**src/design/spdf_pkg.sv**
```systemverilog
// Package for the sync pair packet deframer.
// Holds the result word type, the sync bytes and the body mode codes.
// No dependencies.
`timescale 1ns / 1ps

package spdf_pkg;

    // Field widths fixed by the interface.
    localparam int BYTE_W  = 8;
    localparam int INDEX_W = 7;

    // Sync pair, first and second byte.
    localparam logic [BYTE_W-1:0] SYNC_HI = 8'hBE;
    localparam logic [BYTE_W-1:0] SYNC_LO = 8'hEF;

    // Body mode codes. The unused code acts as hunting.
    localparam logic [1:0] MODE_HUNT = 2'd0;
    localparam logic [1:0] MODE_SKIP = 2'd1;
    localparam logic [1:0] MODE_KEEP = 2'd2;

    // One result word handed from the framer to the output stage.
    typedef struct packed {
        logic [BYTE_W-1:0]  out_byte;
        logic [INDEX_W-1:0] byte_index;
        logic               last;
    } t_result;

endpackage

```
**src/design/spdf_frame_fsm.sv**
```systemverilog
// Framing state machine of the sync pair packet deframer.
// Hunts aligned sync pairs, tracks body position and emits kept bytes.
// Depends on spdf_pkg.
`timescale 1ns / 1ps

module spdf_frame_fsm import spdf_pkg::*; #(
    parameter int DATA_LEN = 8
) (
    input  logic              i_clk,
    input  logic              i_rst_n,
    input  logic              i_step,
    input  logic [BYTE_W-1:0] i_byte,
    output logic              o_produce,
    output t_result           o_result
);

    localparam logic [INDEX_W-1:0] DATA_END = INDEX_W'(DATA_LEN);
    localparam logic [INDEX_W-1:0] BODY_END = INDEX_W'(DATA_LEN + 2);

    logic               r_pair_second, n_pair_second;
    logic [BYTE_W-1:0]  r_held_byte, n_held_byte;
    logic [1:0]         r_mode, n_mode;
    logic [INDEX_W-1:0] r_pos, n_pos;
    logic               r_saw_first, n_saw_first;

    logic in_body;

    assign in_body = (r_mode == MODE_SKIP) || (r_mode == MODE_KEEP);

    // A kept packet emits its type byte and its data bytes.
    assign o_produce           = (r_mode == MODE_KEEP) && (r_pos <= DATA_END);
    assign o_result.out_byte   = i_byte;
    assign o_result.byte_index = r_pos;
    assign o_result.last       = (r_pos == DATA_END);

    // Next state for the byte now being consumed.
    always_comb begin
        n_pair_second = r_pair_second;
        n_held_byte   = r_held_byte;
        n_mode        = r_mode;
        n_pos         = r_pos;
        n_saw_first   = r_saw_first;
        if (in_body) begin
            if (r_pos >= BODY_END) begin
                n_mode        = MODE_HUNT;
                n_pos         = '0;
                n_pair_second = 1'b0;
            end else begin
                n_pos = r_pos + INDEX_W'(1);
            end
        end else begin
            n_mode = MODE_HUNT;
            if (!r_pair_second) begin
                n_held_byte   = i_byte;
                n_pair_second = 1'b1;
            end else begin
                n_pair_second = 1'b0;
                if ((r_held_byte == SYNC_HI) && (i_byte == SYNC_LO)) begin
                    n_pos       = '0;
                    n_saw_first = !r_saw_first;
                    n_mode      = r_saw_first ? MODE_KEEP : MODE_SKIP;
                end
            end
        end
    end

    // State registers advance once per consumed byte.
    always_ff @(posedge i_clk) begin
        if (!i_rst_n) begin
            r_pair_second <= 1'b0;
            r_held_byte   <= '0;
            r_mode        <= MODE_HUNT;
            r_pos         <= '0;
            r_saw_first   <= 1'b0;
        end else if (i_step) begin
            r_pair_second <= n_pair_second;
            r_held_byte   <= n_held_byte;
            r_mode        <= n_mode;
            r_pos         <= n_pos;
            r_saw_first   <= n_saw_first;
        end
    end

endmodule

```
**src/design/spdf_out_skid.sv**
```systemverilog
// Output stage of the sync pair packet deframer.
// An output register backed by one skid entry, so the framer sees a registered ready.
// Depends on spdf_pkg.
`timescale 1ns / 1ps

module spdf_out_skid import spdf_pkg::*; (
    input  logic               i_clk,
    input  logic               i_rst_n,
    input  logic               i_wr,
    input  t_result            i_result,
    output logic               o_full,
    output logic               o_out_valid,
    input  logic               i_out_stall,
    output logic [BYTE_W-1:0]  o_out_byte,
    output logic [INDEX_W-1:0] o_byte_index,
    output logic               o_last
);

    logic    r_out_valid;
    t_result r_out;
    logic    r_sk_valid;
    t_result r_sk;
    logic    take;

    assign take   = r_out_valid && !i_out_stall;
    assign o_full = r_sk_valid;

    // Valid flags for the output word and the skid entry.
    always_ff @(posedge i_clk) begin
        if (!i_rst_n) begin
            r_out_valid <= 1'b0;
            r_sk_valid  <= 1'b0;
        end else if (take) begin
            r_out_valid <= r_sk_valid || i_wr;
            r_sk_valid  <= 1'b0;
        end else if (!r_out_valid) begin
            r_out_valid <= i_wr;
        end else if (i_wr) begin
            r_sk_valid <= 1'b1;
        end
    end

    // Payload: the skid word drains first, a new word fills whichever slot is free.
    always_ff @(posedge i_clk) begin
        if (take) begin
            if (r_sk_valid) begin
                r_out <= r_sk;
            end else if (i_wr) begin
                r_out <= i_result;
            end
        end else if (!r_out_valid) begin
            if (i_wr) begin
                r_out <= i_result;
            end
        end else if (i_wr) begin
            r_sk <= i_result;
        end
    end

    assign o_out_valid  = r_out_valid;
    assign o_out_byte   = r_out.out_byte;
    assign o_byte_index = r_out.byte_index;
    assign o_last       = r_out.last;

endmodule

```
**src/design/sync_pair_packet_deframer.sv**
```systemverilog
// Sync pair packet deframer: takes one received byte per word and one byte per clock in
// steady state. A byte passes an input register, then the framing state machine, which
// writes an output register. The input stalls only while the one-entry skid behind
// the output register is occupied, so a downstream stall reaches the input once it fills the skid.
// Aligned byte pairs are hunted for 0xBE,0xEF; packets alternate skipped and kept, the first
// skipped. A kept packet yields its type byte (index 0) and DATA_LEN data bytes, the final
// one flagged last; checksum bytes are consumed unchecked. Depends on spdf_pkg,
// spdf_frame_fsm and spdf_out_skid.
`timescale 1ns / 1ps

module sync_pair_packet_deframer import spdf_pkg::*; #(
    parameter int DATA_LEN = 8
) (
    input  logic               i_clk,
    input  logic               i_rst_n,
    input  logic               i_in_valid,
    output logic               o_in_stall,
    input  logic [BYTE_W-1:0]  i_rx_byte,
    output logic               o_out_valid,
    input  logic               i_out_stall,
    output logic [BYTE_W-1:0]  o_out_byte,
    output logic [INDEX_W-1:0] o_byte_index,
    output logic               o_last
);

    logic              r_in_valid;
    logic [BYTE_W-1:0] r_in_byte;
    logic              produce;
    logic              out_full;
    logic              step;
    logic              in_accept;
    t_result           result;

    // The held word moves on when it yields nothing or the output stage has room.
    assign step       = r_in_valid && (!produce || !out_full);
    assign o_in_stall = r_in_valid && !step;
    assign in_accept  = i_in_valid && !o_in_stall;

    // Input register.
    always_ff @(posedge i_clk) begin
        if (!i_rst_n) begin
            r_in_valid <= 1'b0;
        end else if (in_accept) begin
            r_in_valid <= 1'b1;
        end else if (step) begin
            r_in_valid <= 1'b0;
        end
    end

    always_ff @(posedge i_clk) begin
        if (in_accept) begin
            r_in_byte <= i_rx_byte;
        end
    end

    spdf_frame_fsm #(
        .DATA_LEN (DATA_LEN)
    ) u_fsm (
        .i_clk     (i_clk),
        .i_rst_n   (i_rst_n),
        .i_step    (step),
        .i_byte    (r_in_byte),
        .o_produce (produce),
        .o_result  (result)
    );

    spdf_out_skid u_out (
        .i_clk        (i_clk),
        .i_rst_n      (i_rst_n),
        .i_wr         (step && produce),
        .i_result     (result),
        .o_full       (out_full),
        .o_out_valid  (o_out_valid),
        .i_out_stall  (i_out_stall),
        .o_out_byte   (o_out_byte),
        .o_byte_index (o_byte_index),
        .o_last       (o_last)
    );

endmodule
```
**config.mk**
```make
export PLATFORM = sky130hd
export DESIGN_NAME = sync_pair_packet_deframer
export DESIGN_NICKNAME = d
export VERILOG_FILES = /design/src/design/spdf_pkg.sv /design/src/design/spdf_frame_fsm.sv /design/src/design/spdf_out_skid.sv /design/src/design/sync_pair_packet_deframer.sv
export SDC_FILE = /design/constraint.sdc
export NUM_CORES = 1
export LEC_CHECK = 0
export BUFFER_PORTS_ARGS = -buffer_cell sky130_fd_sc_hd__buf_4
export CAP_MARGIN = 20
export CORE_ASPECT_RATIO = 1.75
export CORE_MARGIN = 5
export CORE_UTILIZATION = 45
export DETAILED_ROUTE_END_ITERATION = 12
export GPL_TIMING_DRIVEN = 0
export PLACE_DENSITY = 0.66
export RECOVER_POWER = 25
export SLEW_MARGIN = 20
export SYNTH_ARGS = -nofsm -noshare
export SYNTH_HDL_FRONTEND = slang
export SYNTH_SLANG_ARGS = --single-unit
```
**constraint.sdc**
```tcl
create_clock -name i_clk -period 3.2 [get_ports i_clk]
set_clock_uncertainty 0.2 [all_clocks]
set_input_delay 0.16 -clock i_clk [delete_from_list [all_inputs] [get_ports i_clk]]
set_output_delay 0.16 -clock i_clk [all_outputs]
set_load 0.02 [all_outputs]
```
# ---- Word level (Yosys, flattened, before mapping)
# Cells that the tools add are included.
dict set report word_totals {
  reg_bits 62
  in_bits 12
  out_inout_bits 18
  elab_cells 75
}
dict set report op_classes {
  n_addsub 1
  order_cmp 2
  n_eq_ne 7
  n_mux 20
  bitwise_logic 4
  n_reduce_logical 26
}
# operator n
set op_table {}
lappend op_table {{$mux 16} 4}
lappend op_table {{$mux 7} 4}
lappend op_table {{$eq 8x8->1 const B} 2}
lappend op_table {{$mux 2} 5}
lappend op_table {{$reduce_and 3->1} 3}
lappend op_table {{$add 7x1->7 const B} 1}
lappend op_table {{$eq 7x4->1 const B} 1}
lappend op_table {{$ge 7x4->1 const B} 1}
lappend op_table {{$le 7x4->1 const B} 1}
lappend op_table {{$logic_and 1x1->1} 7}
lappend op_table {{$mux 1} 7}
lappend op_table {{$logic_not 1->1} 6}
lappend op_table {{$reduce_bool 2->1} 3}
lappend op_table {{$ne 2x2->1 const B} 2}
lappend op_table {{$not 1->1} 4}
lappend op_table {{$reduce_and 2->1} 2}
lappend op_table {{$reduce_and 4->1} 1}
lappend op_table {{$logic_or 1x1->1} 3}
lappend op_table {{$eq 2x1->1 const B} 1}
lappend op_table {{$eq 2x2->1 const B} 1}
lappend op_table {{$reduce_or 2->1} 1}

# ---- Longest topological paths before layout
dict set report depth {
  ltp_word 10
  depth_mapped 8
  depth_no_buf 7
}

# ---- Cells and area by module
# A second synthesis with hierarchy kept.
dict set report hier_totals {
  cells_unflattened 202
  hier_area_um2 2819.0
}
# mod n_inst cells_per_inst area_per_inst_um2 seq_area_each_um2
set by_module_without_submodules {}
lappend by_module_without_submodules {spdf_out_skid 1 77 1532.7 1001.0}
lappend by_module_without_submodules {spdf_frame_fsm 1 110 985.9 380.4}
lappend by_module_without_submodules {sync_pair_packet_deframer 1 15 300.3 260.2}

# ---- Least setup slack after synthesis
# Ideal clock, no wire load.
dict set report synth_timing {
  path_type {reg-to-reg}
  startpoint {reg u_fsm.r_pos[4]}
  endpoint {reg u_out.r_sk[0] in the netlist's numbering, enable pin}
  setup_time_ns 0.374
  arrival_time_ns 1.933
  t_required_ns 2.626
  setup_slack_ns 0.693
  stages_incl_launch_ff 7
  n_path_buf 2
  period_less_slack_ns 2.507
  path_cell_list {dfxtp_1 nor3_1 nand2_1 a2111oi_0 buf_4 buf_6 and3_1}
}
dict set report synth_between {
  elab_chain_len 7
}
# element line_no
set synth_lines {}
lappend synth_lines {{from (decl)} spdf_frame_fsm.sv:23} ;# logic [INDEX_W-1:0] r_pos, n_pos;
lappend synth_lines {{from (signal assigned)} spdf_frame_fsm.sv:79} ;# r_pos <= n_pos;
lappend synth_lines {{$le 7x4->1 *} spdf_frame_fsm.sv:31} ;# assign o_produce = (r_mode == MODE_KEEP) && (r_pos <= DATA_END);
lappend synth_lines {{$logic_and 1x1->1 *} spdf_frame_fsm.sv:31}
lappend synth_lines {{$logic_not 1->1} sync_pair_packet_deframer.sv:35} ;# assign step = r_in_valid && (!produce || !out_full);
lappend synth_lines {{$logic_or 1x1->1} sync_pair_packet_deframer.sv:35}
lappend synth_lines {{$logic_and 1x1->1} sync_pair_packet_deframer.sv:35}
lappend synth_lines {{$logic_and 1x1->1 *} sync_pair_packet_deframer.sv:70} ;# .i_wr (step && produce),
lappend synth_lines {{$reduce_and 3->1 (no line) *} n/a}
lappend synth_lines {{to (signal assigned)} spdf_out_skid.sv:56} ;# r_sk <= i_result;
lappend synth_lines {{to (decl)} spdf_out_skid.sv:22} ;# t_result r_sk;
# Every way passes the cells marked *; elsewhere a longest branch is shown, timed or not.
# A chain may end at the register's enable or synchronous reset.

# ---- Worst setup path after layout
dict set report layout_timing {
  startpoint {reg u_fsm.r_pos[4]}
  endpoint {reg u_out.r_sk[1] in the netlist's numbering, enable pin}
}
# Same word-level chain as after synthesis.

==> out/summary.txt <==
status -> complete, no violations
fin crit share -> 89.2%
full die area -> 7440 um2
Pwr Density -> 502 nW/um2
Synth top area share -> 46.4%
Initial Util -> 46.4%
Fin Setup TNS -> 0 ns
die span in x -> 67.4 um
mapped cell area -> 2590 um2
Worst Setup Slack, final -> 0.346 ns
largest net degree at the start of global routing -> 17
Post CTS Setup Buffer Count -> 0
Cell Rows -> 36
clk sink count -> 62
share of cells above drive strength 1 -> 13.6%
clk_lat worst skew -> 0.34 ns
Rel. slew slack -> 44.4%
Leakage -> 1.04 nW
mux contribution to synthesized area -> 5.02%
Yosys warning count -> 0
most frequent cells after synthesis -> edfxtp_1 (40), nand2_1 (36), dfxtp_1 (22), o21ai_0 (14)
dominant synthesized flop cell -> edfxtp_1
endpoints failing hold -> 0
Total GRT Usage -> 16.2%
total congestion overflow -> 0
flops & latches, synth -> 62
RSZ-0062 raised after global routing -> false
Max clock buf depth -> 2
initial drt markers -> 82
total core area -> 5590 um2
Least-Margin Pin Slew -> 0.827 ns
ANT nets after route -> 0
Die Y -> 110 um
# nets final -> 297
most common cell in the synthesized netlist -> edfxtp_1
ant diodes -> 0
max cap viols -> 0
fin area -> 3180 um2
FFs w/ async S/R, synth -> 0%
adder-cell share of the synthesized area -> 1.45%
post-DR vias/cell -> 5.15
total CTS buffers -> 9
# placed instances -> 335
Max VDD drop -> 0.500 mV
Worst setup SP type -> flop
CP endpoint kind -> flop
Setup Crit Path Kind -> flop to flop
Layout Cells excl Fill -> 363
IO Pins -> 30
Hold Path Class -> flop to flop
Post-Synth XOR/XNOR Area -> 0.338%
largest family of logic cells by synthesized area -> simple AND/OR/NAND/NOR gates
CTS resizes -> 0
count of final max-slew check failures -> 0
sequential area share after synthesis -> 63.4%
post-route DRC violation count -> 0
Critical Path Fanout Max -> 16
post-synthesis compound-gate area fraction -> 11.1%
Syn Area/Cell -> 11.3 um2
CTS Hold Bufs -> 12
post-synth top area cell -> edfxtp_1
Synth Area in Simple Gates -> 15.4%
vias in the first global route -> 1865
syn_nets -> 245
Routed WL per cell -> 14.1 um
PortBufs -> 29
Seq pwr share -> 55.6%
routability cong. -> 0.778
Post-DP Area -> 2900 um2
Comb power frac -> 4.4%
Root Buffer Master -> clkbuf_8
DRT Wirelength -> 5.11 mm
number of synthesized flops with an enable pin -> 40
synth top area cells -> edfxtp_1 (46%), dfxtp_1 (17%), nand2_1 (5.2%)
Final HPWL DP -> 3.64 mm
via count -> 1869
Max Clk Rate -> 350 MHz
DR pass1 iterations -> 4
Cell variety after synth -> 37
Worst EP required -> 2.96 ns
Tmin final -> 2.85 ns
initial antenna violation count -> 0
Switching Share -> 21.0%
Gate Count Post-Synth -> 230
Fillers -> 538
clock slew at reported path FFs -> 0.06 ns
H-Tree Level Count -> 3
Arrival @ worst endpoint -> 2.61 ns
first-pass GRT wire length -> 8.81 mm
Switch Pwr -> 0.000336 W
worst slack, placed -> 0.307 ns
Area Growth Syn to Fin -> 22.7%
Cell Int Power -> 0.00126 W
Setup violations, final -> 0
TritonCTS clock tree -> done
clock share of power -> 40.1%
==> power groups by stage <==
stage                     sequential (W)  clock, W  combinational [W]
final                           0.000888  0.000640          0.0000700
after global routing            0.000890  0.000704          0.0000776
after CTS                       0.000888  0.000661          0.0000736
after detailed placement        0.000905         0          0.0000620
after global placement          0.000904         0          0.0000609
after floorplan                 0.000907         0          0.0000265
==> final cells by class <==
type | count | area, um2 | area share, %
plain buffers | 11 | 53.8 | 1.69
clock buffers | 12 | 135 | 4.25
clock inverters | 4 | 47.5 | 1.49
inverters | 9 | 33.8 | 1.06
multi-input cells | 148 | 862 | 27.1
flip-flops and latches | 62 | 1640 | 51.6
well taps | 76 | 95.1 | 2.99
repair buffers | 41 | 312 | 9.80
==> cell families (layout without fill, tap and decap cells) <==
group / Yosys count / after routing
multiplexers: 13 / 13
XOR/XNOR: 1 / 1
buffers and inverters: 20 / 77
flip-flops: 62 / 62
adder cells (fa/ha/maj): 3 / 3
AO/OA/AOI/OAI: 49 / 49
AND/OR/NAND/NOR: 82 / 82
==> through the flow <==
step	total power (W)	util, %	hold WS [ns]
3_3_place_gp	0.000965	52.0	0.138
3_5_place_dp	0.000967	52.0	0.139
2_1_floorplan	0.000934	-	0.0589
6_report	0.00160	56.9	0.230
4_1_cts	0.00162	57.4	0.229
5_1_grt	0.00167	56.9	0.237
==> registers in the layout, summed over array words and instances, names as in the netlist, 2 cells and up <==
name,count
r_in_byte,8
u_out.o_out_byte,8
u_out.r_sk,16
u_fsm.r_pos,7
u_fsm.r_mode,2
u_fsm.r_held_byte,8
u_out.o_byte_index,7
==> routing by layer <==
metal	track usage [%]	routed length (um)
met4	9.29	140
met2	26.8	2630
met5	0	0
met3	4.67	241
met1	18.4	2100
==> final timing paths <==
path / startpoint / endpoint / slack [ns] / depth (start not counted)
worst max-delay path: u_fsm.r_pos[4] / u_out.r_sk[1] / 0.35 / 6
worst min-delay path: u_fsm.r_pos[3] / u_out.r_sk[4] / 0.23 / 0
worst max register to register: u_fsm.r_pos[4] / u_out.r_sk[1] / 0.35 / 6
worst min register to register: u_fsm.r_pos[3] / u_out.r_sk[4] / 0.23 / 0
==> placed cells by master (no fill, tap or decap), types with 2 or more instances in the layout <==
cell	instances
or4_4	2
or4_1	2
o31ai_1	3
dlygate4sd3_1	12
a21oi_1	6
dfxtp_1	22
clkbuf_1	17
edfxtp_1	40
nand2b_1	2
clkbuf_8	9
ha_1	3
and3_1	2
nor4_1	3
o21ai_0	14
mux2i_1	13
clkbuf_4	8
nor3_1	3
o21a_1	8
buf_4	15
nor2_1	11
or3_1	2
o21ai_1	13
inv_1	9
nand3_1	13
nand2_1	36
==> worst max-delay path: stages (launching register included) <==
cell	delay, ns
dfxtp_1	0.36
nor3_1	0.29
nand2_1	0.11
a2111oi_0	0.40
buf_4	0.30
buf_6	0.18
and3_1	0.64
(Power assumes the default switching activity.)
